===== src/elmc_pkg.sv =====
// Types and constants of the emergency lamp mode controller.
// Depends on nothing; imported by every module of the block.
package elmc_pkg;

    // Mode codes as shown on the result beat
    typedef enum logic [1:0] {
        MODE_ON    = 2'd0,
        MODE_OFF   = 2'd1,
        MODE_EMERG = 2'd2,
        MODE_SLEEP = 2'd3
    } t_mode;

    // Configuration register indexes
    typedef enum logic [2:0] {
        CFG_EMERG_DURATION  = 3'd0,
        CFG_SAMPLE_INTERVAL = 3'd1,
        CFG_SHORT_PRESS     = 3'd2,
        CFG_LONG_PRESS      = 3'd3,
        CFG_LEVEL1          = 3'd4,
        CFG_LEVEL2          = 3'd5,
        CFG_LEVEL3          = 3'd6,
        CFG_LEVEL4          = 3'd7
    } t_cfg_idx;

    localparam int unsigned CFG_IDX_W  = 3;
    localparam int unsigned CFG_DATA_W = 20;
    localparam int unsigned DUR_W      = 20;
    localparam int unsigned MS_W       = 16;
    localparam int unsigned ADC_W      = 12;
    localparam int unsigned SAMPLE_W   = 13;
    localparam int unsigned BARS_W     = 3;

    // Register values after reset
    localparam logic [DUR_W-1:0] RST_EMERG_DURATION  = 20'd600000;
    localparam logic [MS_W-1:0]  RST_SAMPLE_INTERVAL = 16'd10000;
    localparam logic [MS_W-1:0]  RST_SHORT_PRESS     = 16'd50;
    localparam logic [MS_W-1:0]  RST_LONG_PRESS      = 16'd1500;
    localparam logic [ADC_W-1:0] RST_LEVEL1          = 12'd829;
    localparam logic [ADC_W-1:0] RST_LEVEL2          = 12'd878;
    localparam logic [ADC_W-1:0] RST_LEVEL3          = 12'd927;
    localparam logic [ADC_W-1:0] RST_LEVEL4          = 12'd976;

    localparam logic [BARS_W-1:0] BARS_MAX = 3'd4;

    // Input beat
    typedef struct packed {
        logic                tick;
        logic                key_down;
        logic                power_high;
        logic [SAMPLE_W-1:0] battery_sample;
    } t_in_item;

    // Result beat
    typedef struct packed {
        t_mode             mode;
        logic              light_on;
        logic              status_led;
        logic [BARS_W-1:0] battery_bars;
        logic              monitor_on;
    } t_out_item;

    // Configuration registers as seen by the control logic
    typedef struct packed {
        logic [DUR_W-1:0] emergency_duration_ms;
        logic [MS_W-1:0]  sample_interval_ms;
        logic [MS_W-1:0]  short_press_ms;
        logic [MS_W-1:0]  long_press_ms;
        logic [ADC_W-1:0] level1_threshold;
        logic [ADC_W-1:0] level2_threshold;
        logic [ADC_W-1:0] level3_threshold;
        logic [ADC_W-1:0] level4_threshold;
    } t_cfg;

    // Decoded battery sample
    typedef struct packed {
        logic              ok;
        logic [ADC_W-1:0]  value;
        logic [BARS_W-1:0] bars;
    } t_gauge;

endpackage


===== src/emergency_lamp_mode_controller_core.sv =====
// Emergency lamp mode controller, top level.
// Depends on elmc_pkg, elmc_cfg, elmc_gauge and elmc_step.
//
// Usage:
//   Input channel: one beat per control pass, carrying the millisecond tick,
//   key level, supply level and a battery ADC sample. A beat is taken on a
//   clock edge with i_in_valid high and o_in_stall low.
//   Output channel: exactly one result beat per input beat (mode, light,
//   status LED, battery bars, monitor flag), in order. A result is taken on
//   an edge with o_out_valid high and i_out_stall low.
//   Configuration channel: i_cfg_valid / o_cfg_ready with a register index
//   and data; ready is always high, so every write is taken while valid is high.
//   Write registers only while no result is outstanding.
// Timing: the result of a beat is shown in the cycle after acceptance. A new
//   beat is taken every cycle; the limit is the single result register,
//   so o_in_stall rises only while that register is full and stalled.
// Reset: synchronous, active low. Registers return to their defaults, the
//   lamp comes up in on mode with monitoring enabled, and the result
//   register empties. While the receiver stalls, the result holds steady.
module emergency_lamp_mode_controller_core
    import elmc_pkg::*;
(
    input  logic                  i_clk,
    input  logic                  i_rst_n,
    input  logic                  i_in_valid,
    output logic                  o_in_stall,
    input  t_in_item              i_in_item,
    output logic                  o_out_valid,
    input  logic                  i_out_stall,
    output t_out_item             o_out_item,
    input  logic                  i_cfg_valid,
    output logic                  o_cfg_ready,
    input  logic [CFG_IDX_W-1:0]  i_cfg_index,
    input  logic [CFG_DATA_W-1:0] i_cfg_data
);

    t_cfg      cfg;
    t_gauge    gauge;
    t_out_item result;
    logic      in_accept;
    logic      r_out_valid;
    t_out_item r_out_item;

    // Stall the input only while a held result cannot move on
    assign o_in_stall = r_out_valid && i_out_stall;
    assign in_accept  = i_in_valid && !o_in_stall;

    elmc_cfg u_cfg (
        .i_clk       (i_clk),
        .i_rst_n     (i_rst_n),
        .i_cfg_valid (i_cfg_valid),
        .o_cfg_ready (o_cfg_ready),
        .i_cfg_index (i_cfg_index),
        .i_cfg_data  (i_cfg_data),
        .o_cfg       (cfg)
    );

    elmc_gauge u_gauge (
        .i_sample (i_in_item.battery_sample),
        .i_cfg    (cfg),
        .o_gauge  (gauge)
    );

    elmc_step u_step (
        .i_clk    (i_clk),
        .i_rst_n  (i_rst_n),
        .i_accept (in_accept),
        .i_item   (i_in_item),
        .i_cfg    (cfg),
        .i_gauge  (gauge),
        .o_result (result)
    );

    // Result register: load on accept, drop when taken
    always_ff @(posedge i_clk) begin
        if (!i_rst_n) begin
            r_out_valid <= 1'b0;
        end else if (in_accept) begin
            r_out_valid <= 1'b1;
        end else if (!i_out_stall) begin
            r_out_valid <= 1'b0;
        end
    end

    always_ff @(posedge i_clk) begin
        if (in_accept) begin
            r_out_item <= result;
        end
    end

    assign o_out_valid = r_out_valid;
    assign o_out_item  = r_out_item;

endmodule


===== src/elmc_gauge.sv =====
// Battery gauge: validates an ADC sample and maps it to a bar count.
// Depends on elmc_pkg.
module elmc_gauge
    import elmc_pkg::*;
(
    input  logic [SAMPLE_W-1:0] i_sample,
    input  t_cfg                i_cfg,
    output t_gauge              o_gauge
);

    // Reject zero and over-range readings (top bit set); count down from the top threshold
    always_comb begin
        o_gauge.ok    = !i_sample[SAMPLE_W-1] && (|i_sample[ADC_W-1:0]);
        o_gauge.value = i_sample[ADC_W-1:0];
        priority if (i_sample[ADC_W-1:0] >= i_cfg.level4_threshold) begin
            o_gauge.bars = BARS_MAX;
        end else if (i_sample[ADC_W-1:0] >= i_cfg.level3_threshold) begin
            o_gauge.bars = 3'd3;
        end else if (i_sample[ADC_W-1:0] >= i_cfg.level2_threshold) begin
            o_gauge.bars = 3'd2;
        end else if (i_sample[ADC_W-1:0] >= i_cfg.level1_threshold) begin
            o_gauge.bars = 3'd1;
        end else begin
            o_gauge.bars = 3'd0;
        end
    end

endmodule


===== src/elmc_cfg.sv =====
// Configuration register file of the lamp controller.
// Depends on elmc_pkg.
module elmc_cfg
    import elmc_pkg::*;
(
    input  logic                  i_clk,
    input  logic                  i_rst_n,
    input  logic                  i_cfg_valid,
    output logic                  o_cfg_ready,
    input  logic [CFG_IDX_W-1:0]  i_cfg_index,
    input  logic [CFG_DATA_W-1:0] i_cfg_data,
    output t_cfg                  o_cfg
);

    t_cfg r_cfg;

    // Writes are always accepted
    assign o_cfg_ready = 1'b1;
    assign o_cfg       = r_cfg;

    // Load the addressed register
    always_ff @(posedge i_clk) begin
        if (!i_rst_n) begin
            r_cfg.emergency_duration_ms <= RST_EMERG_DURATION;
            r_cfg.sample_interval_ms    <= RST_SAMPLE_INTERVAL;
            r_cfg.short_press_ms        <= RST_SHORT_PRESS;
            r_cfg.long_press_ms         <= RST_LONG_PRESS;
            r_cfg.level1_threshold      <= RST_LEVEL1;
            r_cfg.level2_threshold      <= RST_LEVEL2;
            r_cfg.level3_threshold      <= RST_LEVEL3;
            r_cfg.level4_threshold      <= RST_LEVEL4;
        end else if (i_cfg_valid && o_cfg_ready) begin
            unique case (t_cfg_idx'(i_cfg_index))
                CFG_EMERG_DURATION:  r_cfg.emergency_duration_ms <= i_cfg_data[DUR_W-1:0];
                CFG_SAMPLE_INTERVAL: r_cfg.sample_interval_ms    <= i_cfg_data[MS_W-1:0];
                CFG_SHORT_PRESS:     r_cfg.short_press_ms        <= i_cfg_data[MS_W-1:0];
                CFG_LONG_PRESS:      r_cfg.long_press_ms         <= i_cfg_data[MS_W-1:0];
                CFG_LEVEL1:          r_cfg.level1_threshold      <= i_cfg_data[ADC_W-1:0];
                CFG_LEVEL2:          r_cfg.level2_threshold      <= i_cfg_data[ADC_W-1:0];
                CFG_LEVEL3:          r_cfg.level3_threshold      <= i_cfg_data[ADC_W-1:0];
                CFG_LEVEL4:          r_cfg.level4_threshold      <= i_cfg_data[ADC_W-1:0];
            endcase
        end
    end

endmodule


===== src/elmc_step.sv =====
// Mode state machine: state registers and the next-state logic for one beat.
// Depends on elmc_pkg; takes the decoded sample from elmc_gauge.
module elmc_step
    import elmc_pkg::*;
(
    input  logic      i_clk,
    input  logic      i_rst_n,
    input  logic      i_accept,
    input  t_in_item  i_item,
    input  t_cfg      i_cfg,
    input  t_gauge    i_gauge,
    output t_out_item o_result
);

    t_mode             r_mode, n_mode;
    logic              r_monitor, n_monitor;
    logic              r_fail, n_fail;
    logic              r_restore, n_restore;
    logic              r_prev_power, n_prev_power;
    logic              r_prev_key, n_prev_key;
    logic [MS_W-1:0]   r_hold, n_hold;
    logic              r_locked, n_locked;
    logic              r_short_armed, n_short_armed;
    logic              r_wake_armed, n_wake_armed;
    logic [MS_W-1:0]   r_scount, n_scount;
    logic [DUR_W-1:0]  r_ecount, n_ecount;
    logic [ADC_W-1:0]  r_battery, n_battery;
    logic [BARS_W-1:0] r_bars, n_bars;
    logic              r_status, n_status;
    logic              r_spending, n_spending;

    logic press_edge;
    logic short_ev;
    logic long_ev;

    // Work out the state after this beat, in the order the loop runs
    always_comb begin
        n_mode        = r_mode;
        n_monitor     = r_monitor;
        n_fail        = r_fail;
        n_restore     = r_restore;
        n_hold        = r_hold;
        n_locked      = r_locked;
        n_short_armed = r_short_armed;
        n_wake_armed  = r_wake_armed;
        n_scount      = r_scount;
        n_ecount      = r_ecount;
        n_battery     = r_battery;
        n_bars        = r_bars;
        n_status      = r_status;
        n_spending    = r_spending;
        short_ev      = 1'b0;
        long_ev       = 1'b0;
        press_edge    = i_item.key_down && !r_prev_key;

        // Latch supply edges outside off mode
        if (r_mode != MODE_OFF && i_item.power_high != r_prev_power) begin
            if (!i_item.power_high) begin
                n_fail = 1'b1;
            end else begin
                n_restore = 1'b1;
            end
        end
        n_prev_power = i_item.power_high;
        n_prev_key   = i_item.key_down;

        // Take a pending sample on entry to on or emergency
        if (r_spending && (r_mode == MODE_ON || r_mode == MODE_EMERG)) begin
            n_spending = 1'b0;
            if (i_gauge.ok) begin
                n_battery = i_gauge.value;
                n_bars    = i_gauge.bars;
            end
        end

        unique case (r_mode)
            MODE_ON: begin
                // Key scan on the millisecond tick
                if (i_item.tick) begin
                    if (i_item.key_down) begin
                        if (!n_locked) begin
                            if (n_hold != '1) begin
                                n_hold = n_hold + 16'd1;
                            end
                            if (n_hold >= i_cfg.long_press_ms) begin
                                n_short_armed = 1'b0;
                                n_locked      = 1'b1;
                                long_ev       = 1'b1;
                            end else if (n_hold >= i_cfg.short_press_ms) begin
                                n_short_armed = 1'b1;
                            end
                        end
                    end else begin
                        if (n_short_armed) begin
                            n_short_armed = 1'b0;
                            short_ev      = 1'b1;
                        end
                        n_hold   = '0;
                        n_locked = 1'b0;
                    end
                    if (n_scount != '1) begin
                        n_scount = n_scount + 16'd1;
                    end
                end
                // Short press toggles monitoring
                if (short_ev) begin
                    n_monitor = !n_monitor;
                    n_status  = n_monitor;
                    if (!n_monitor) begin
                        n_fail = 1'b0;
                    end
                end
                if (long_ev) begin
                    n_mode       = MODE_OFF;
                    n_status     = 1'b0;
                    n_bars       = '0;
                    n_hold       = '0;
                    n_wake_armed = 1'b0;
                end else if (n_fail && n_monitor) begin
                    n_fail     = 1'b0;
                    n_mode     = MODE_EMERG;
                    n_ecount   = '0;
                    n_scount   = '0;
                    n_spending = 1'b1;
                end else if (n_scount >= i_cfg.sample_interval_ms) begin
                    n_scount = '0;
                    if (i_gauge.ok) begin
                        n_battery = i_gauge.value;
                        n_bars    = i_gauge.bars;
                    end
                end
            end
            MODE_EMERG: begin
                if (i_item.tick) begin
                    if (n_ecount != '1) begin
                        n_ecount = n_ecount + 20'd1;
                    end
                    if (n_scount != '1) begin
                        n_scount = n_scount + 16'd1;
                    end
                end
                if (n_scount >= i_cfg.sample_interval_ms) begin
                    n_scount = '0;
                    if (i_gauge.ok) begin
                        n_battery = i_gauge.value;
                        n_bars    = i_gauge.bars;
                    end
                end
                // End on timeout or low battery
                if (n_ecount >= i_cfg.emergency_duration_ms ||
                    n_battery < i_cfg.level1_threshold) begin
                    if (n_restore) begin
                        n_mode        = MODE_ON;
                        n_monitor     = 1'b1;
                        n_status      = 1'b1;
                        n_fail        = 1'b0;
                        n_restore     = 1'b0;
                        n_hold        = '0;
                        n_locked      = 1'b0;
                        n_short_armed = 1'b0;
                        n_wake_armed  = 1'b0;
                        n_scount      = '0;
                        n_spending    = 1'b1;
                    end else begin
                        n_mode       = MODE_SLEEP;
                        n_status     = 1'b0;
                        n_bars       = '0;
                        n_hold       = '0;
                        n_wake_armed = 1'b0;
                        n_fail       = 1'b0;
                        n_restore    = 1'b0;
                    end
                end
            end
            MODE_SLEEP: begin
                // Wake when the supply is back
                if (i_item.power_high || n_restore) begin
                    n_mode        = MODE_ON;
                    n_monitor     = 1'b1;
                    n_status      = 1'b1;
                    n_fail        = 1'b0;
                    n_restore     = 1'b0;
                    n_hold        = '0;
                    n_locked      = 1'b0;
                    n_short_armed = 1'b0;
                    n_wake_armed  = 1'b0;
                    n_scount      = '0;
                    n_spending    = 1'b1;
                end
            end
            MODE_OFF: begin
                // Arm on a fresh press, turn on after the long hold
                if (press_edge) begin
                    n_wake_armed = 1'b1;
                    n_hold       = '0;
                end
                if (!i_item.key_down) begin
                    n_wake_armed = 1'b0;
                    n_hold       = '0;
                end else if (n_wake_armed && i_item.tick) begin
                    if (n_hold != '1) begin
                        n_hold = n_hold + 16'd1;
                    end
                    if (n_hold >= i_cfg.long_press_ms) begin
                        n_mode        = MODE_ON;
                        n_monitor     = 1'b1;
                        n_status      = 1'b1;
                        n_fail        = 1'b0;
                        n_restore     = 1'b0;
                        n_hold        = '0;
                        n_locked      = 1'b0;
                        n_short_armed = 1'b0;
                        n_wake_armed  = 1'b0;
                        n_scount      = '0;
                        n_spending    = 1'b1;
                    end
                end
            end
        endcase
    end

    // Result of this beat, taken from the updated state
    assign o_result.mode         = n_mode;
    assign o_result.light_on     = (n_mode == MODE_EMERG);
    assign o_result.status_led   = n_status;
    assign o_result.battery_bars = n_bars;
    assign o_result.monitor_on   = n_monitor;

    // Advance the state on each accepted beat
    always_ff @(posedge i_clk) begin
        if (!i_rst_n) begin
            r_mode        <= MODE_ON;
            r_monitor     <= 1'b1;
            r_fail        <= 1'b0;
            r_restore     <= 1'b0;
            r_prev_power  <= 1'b1;
            r_prev_key    <= 1'b0;
            r_hold        <= '0;
            r_locked      <= 1'b0;
            r_short_armed <= 1'b0;
            r_wake_armed  <= 1'b0;
            r_scount      <= '0;
            r_ecount      <= '0;
            r_battery     <= '0;
            r_bars        <= '0;
            r_status      <= 1'b1;
            r_spending    <= 1'b1;
        end else if (i_accept) begin
            r_mode        <= n_mode;
            r_monitor     <= n_monitor;
            r_fail        <= n_fail;
            r_restore     <= n_restore;
            r_prev_power  <= n_prev_power;
            r_prev_key    <= n_prev_key;
            r_hold        <= n_hold;
            r_locked      <= n_locked;
            r_short_armed <= n_short_armed;
            r_wake_armed  <= n_wake_armed;
            r_scount      <= n_scount;
            r_ecount      <= n_ecount;
            r_battery     <= n_battery;
            r_bars        <= n_bars;
            r_status      <= n_status;
            r_spending    <= n_spending;
        end
    end

endmodule


===== config.mk =====
export PLATFORM = sky130hd
export DESIGN_NAME = emergency_lamp_mode_controller_core
export DESIGN_NICKNAME = d
export VERILOG_FILES = /design/src/elmc_pkg.sv /design/src/emergency_lamp_mode_controller_core.sv /design/src/elmc_gauge.sv /design/src/elmc_cfg.sv /design/src/elmc_step.sv
export SDC_FILE = /design/constraint.sdc
export NUM_CORES = 1
export LEC_CHECK = 0
export ABC_AREA = 1
export ABC_CLOCK_PERIOD_IN_PS = 6300
export BUFFER_PORTS_ARGS = -buffer_cell sky130_fd_sc_hd__buf_2
export CELL_PAD_IN_SITES_DETAIL_PLACEMENT = 1
export CELL_PAD_IN_SITES_GLOBAL_PLACEMENT = 1
export CORE_MARGIN = 2
export CORE_UTILIZATION = 36
export CTS_CLUSTER_SIZE = 25
export DETAILED_ROUTE_END_ITERATION = 12
export PLACE_DENSITY = 0.72
export SLEW_MARGIN = 20
export SYNTH_ARGS = -nofsm -noshare
export SYNTH_HDL_FRONTEND = slang
export SYNTH_SLANG_ARGS = --single-unit

===== constraint.sdc =====
create_clock -name i_clk -period 6.3 [get_ports i_clk]
set_clock_uncertainty 0.2 [all_clocks]
set_input_delay 0.63 -clock i_clk [delete_from_list [all_inputs] [get_ports i_clk]]
set_output_delay 0.63 -clock i_clk [all_outputs]
set_load 0.05 [all_outputs]

==> results_dict.tcl <==
set metrics [dict create \
    rsz0062_at_grt "no" \
    h-tree-depth 1 \
    async_reset_ff_share_pct 0 \
    postSynthAreaPerCell_um2 6.74 \
    cts_inserted_buffers 27 \
    drc 0 \
    die_w_um 206 \
    syn_area_um2 14700 \
    synth_area_leaders "dfxtp_1 27%, ha_1 13%, nand2_1 12%" \
    hold_viol_final 0 \
    start_kind "flop" \
    cts.sinks 204 \
    yosysTopAreaCellShare_pct 26.7 \
    final_nets 2386 \
    syn_inst 2177 \
    reg2reg_depth 37 \
    cp_slowest_stage_delay_ns 0.39 \
    gp_congestion 0.881 \
    setup.worst_path.class "flop to flop" \
    hold_class "input pin to flop" \
    drt_iter0_markers 800 \
    design.core.area_um2 40000 \
    grt_pass1_wl_um 81800 \
    synth_seq_cells 204 \
    vias_per_cell 5.40 \
    path_depth 37 \
    synth.distinct_cells 60 \
    leakagePower_nw 7.59 \
    drive_above_1_share_pct 8.26 \
    crit_arrival_ns 6.01 \
    finalCritPeriodShare_pct 91.4 \
    synth_seq_area_share_pct 28.4 \
    ioPinCount 55 \
    cp.required_ns 6.55 \
    synth_top_cell_by_area "dfxtp_1" \
    syn_to_final_growth_pct 11.0 \
    rows 73 \
    min_period_ns 5.76 \
    ctsRootBufferMaster "clkbuf_16" \
    syn_nets 2368 \
    finalPower_w 0.00403 \
    io_buffers 53 \
    cts_tree "done" \
    grt_pass1_vias 15200 \
    path_max_fanout 25 \
    setup_tns_ns 0 \
    synth_common_cells "454 x nand2_1, 326 x inv_1, 226 x a21oi_1" \
    track_usage_pct 24.4 \
    avgRoutedWirePerCell_um 18.7 \
    grt_max_degree 101 \
    cp-end-kind "flop" \
    synth-edff-count 8 \
    synth_ff_type "dfxtp_1" \
    dp_hpwl_um 37600 \
    cp_slowest_cell "dfxtp_2" \
    switching_share_pct 35.0 \
    ant_nets 0 \
    p_seq_share_pct 35.9 \
    cts_buffer_depth 3 \
    p_int_w 0.00262 \
    antenna_found_initial 1 \
    clkPwrFrac_pct 37.9 \
    wirelength_um 51200 \
    vias 14800 \
    outcome "finished clean" \
    insertion_delay_ns 0.54 \
    hold_ws_ns 0.124 \
    diodes 0 \
    synth_most_common_cell "nand2_1" \
    crit_top_cell "nand2_1" \
    drv_slew 0 \
    fmax_mhz 174 \
    cts.reportedPaths.clkPinSlew_ns 0.06 \
    whs_path_depth 3 \
    ir_worst_vdd_mv 0.185 \
    post-place-cells 2689 \
    initial_utilization_pct 36.7 \
    tightest_slew_ns 1.08 \
    slew-limit-headroom_pct 27.7 \
    finalNonFillerCells 2740 \
    grt-ovfl-total 0 \
    switching_power_w 0.00141 \
    crit_family "simple AND/OR/NAND/NOR gates" \
    dieArea_um2 42400 \
    path_buf_inv 7 \
    cap_violations 0 \
    ys_warn_count 0 \
    p_comb_share_pct 26.2 \
    power_density_nw_per_um2 247 \
    finalSetupViolCount 0 \
    die_y_um 206 \
    dr.pass1.iters 5 \
]
sequential cells by signal (all words and copies together), names as in the netlist:
name	flops
o_out_item	8
o_out_valid	1
u_cfg.o_cfg	116
u_step.r_bars	3
u_step.r_battery	12
u_step.r_ecount	20
u_step.r_fail	1
u_step.r_hold	16
u_step.r_locked	1
u_step.r_mode	2
u_step.r_monitor	1
u_step.r_prev_key	1
u_step.r_prev_power	1
u_step.r_restore	1
u_step.r_scount	16
u_step.r_short_armed	1
u_step.r_spending	1
u_step.r_status	1
u_step.r_wake_armed	1
power by group through the flow:
stage	logic [W]	registers, W	clock network [W]
finish	0.00105	0.00145	0.00153
global route	0.00119	0.00145	0.00161
floorplan	0.000701	0.00148	0
detailed placement	0.00104	0.00147	0
CTS	0.00104	0.00144	0.00156
global placement	0.000995	0.00147	0
tightest hold or removal path: stages:
cell and delay [ns]:
buf_2 0.07, nand2_1 0.05, o211ai_1 0.07
final cells by class:
class                           instances  area, um2
Sequential cell                       204       4170
Multi-Input combinational cell       1549       8910
Clock inverter                         10        103
Tap cell                              525        657
Timing Repair Buffer                   73        418
Clock buffer                           39        761
Inverter                              340       1280
Fill cell                            5173      23700
through the flow:
step / utilization, % / setup slack (ns) / instance area (um2)
after floorplan: - / 1.36 / 14700
after detailed placement: 38.4 / 0.391 / 15400
after global placement: 38.4 / 0.722 / 15400
final: 40.7 / 0.544 / 16300
after CTS: 40.6 / 0.358 / 16200
after global routing: 40.7 / 0.0390 / 16300
routing by layer:
| layer | GRT usage (%) | vias to the layer above | share of wire, % |
|---|---|---|---|
| met5 | 0 | - | 0.023 |
| met4 | 8.85 | 2 | 3.6 |
| met3 | 3.00 | 103 | 3.9 |
| met2 | 42.6 | 274 | 47 |
| met1 | 30.7 | 7148 | 45 |
| li1 | - | 7256 | - |
layout by cell type (no fill, tap or decap), drive strengths merged, types with 63 or more instances in the layout:
cell type  instances
a21oi            229
o21ai            183
nand2            464
dfxtp            196
buf               73
nand3            116
ha               147
inv              336
o211ai            63
nor2             160
cell families after synthesis:
group,Yosys count,share of synthesized area [%]
other cells,1,0.0255
fa+ha+maj,147,12.5
xor+xnor,46,2.80
mux,6,0.409
buf+inv,424,11.3
simple gates,815,24.0
compound gates,534,20.6
flops,204,28.4
worst paths after layout:
| path | start | end | slack [ns] |
|---|---|---|---|
| worst max-delay path | u_step.r_scount[0]$_SDFFE_PN0P_ | u_step.r_hold[6]$_SDFFE_PN0P_ | 0.54 |
| worst min-delay path | i_cfg_data[16] | u_cfg.o_cfg[112]$_SDFFE_PN1P_ | 0.12 |
| worst max register to register | u_step.r_scount[0]$_SDFFE_PN0P_ | u_step.r_hold[6]$_SDFFE_PN0P_ | 0.54 |
| worst min register to register | u_cfg.o_cfg[98]$_SDFFE_PN0P_ | u_cfg.o_cfg[98]$_SDFFE_PN0P_ | 0.26 |
repair_timing:
item / in CTS / in global routing
setup endpoints to repair: 0 / 11
gates resized for setup: 0 / 7
setup buffers: 0 / 2
hold buffers: 0 / 0
Power figures use the tool's default switching activity.
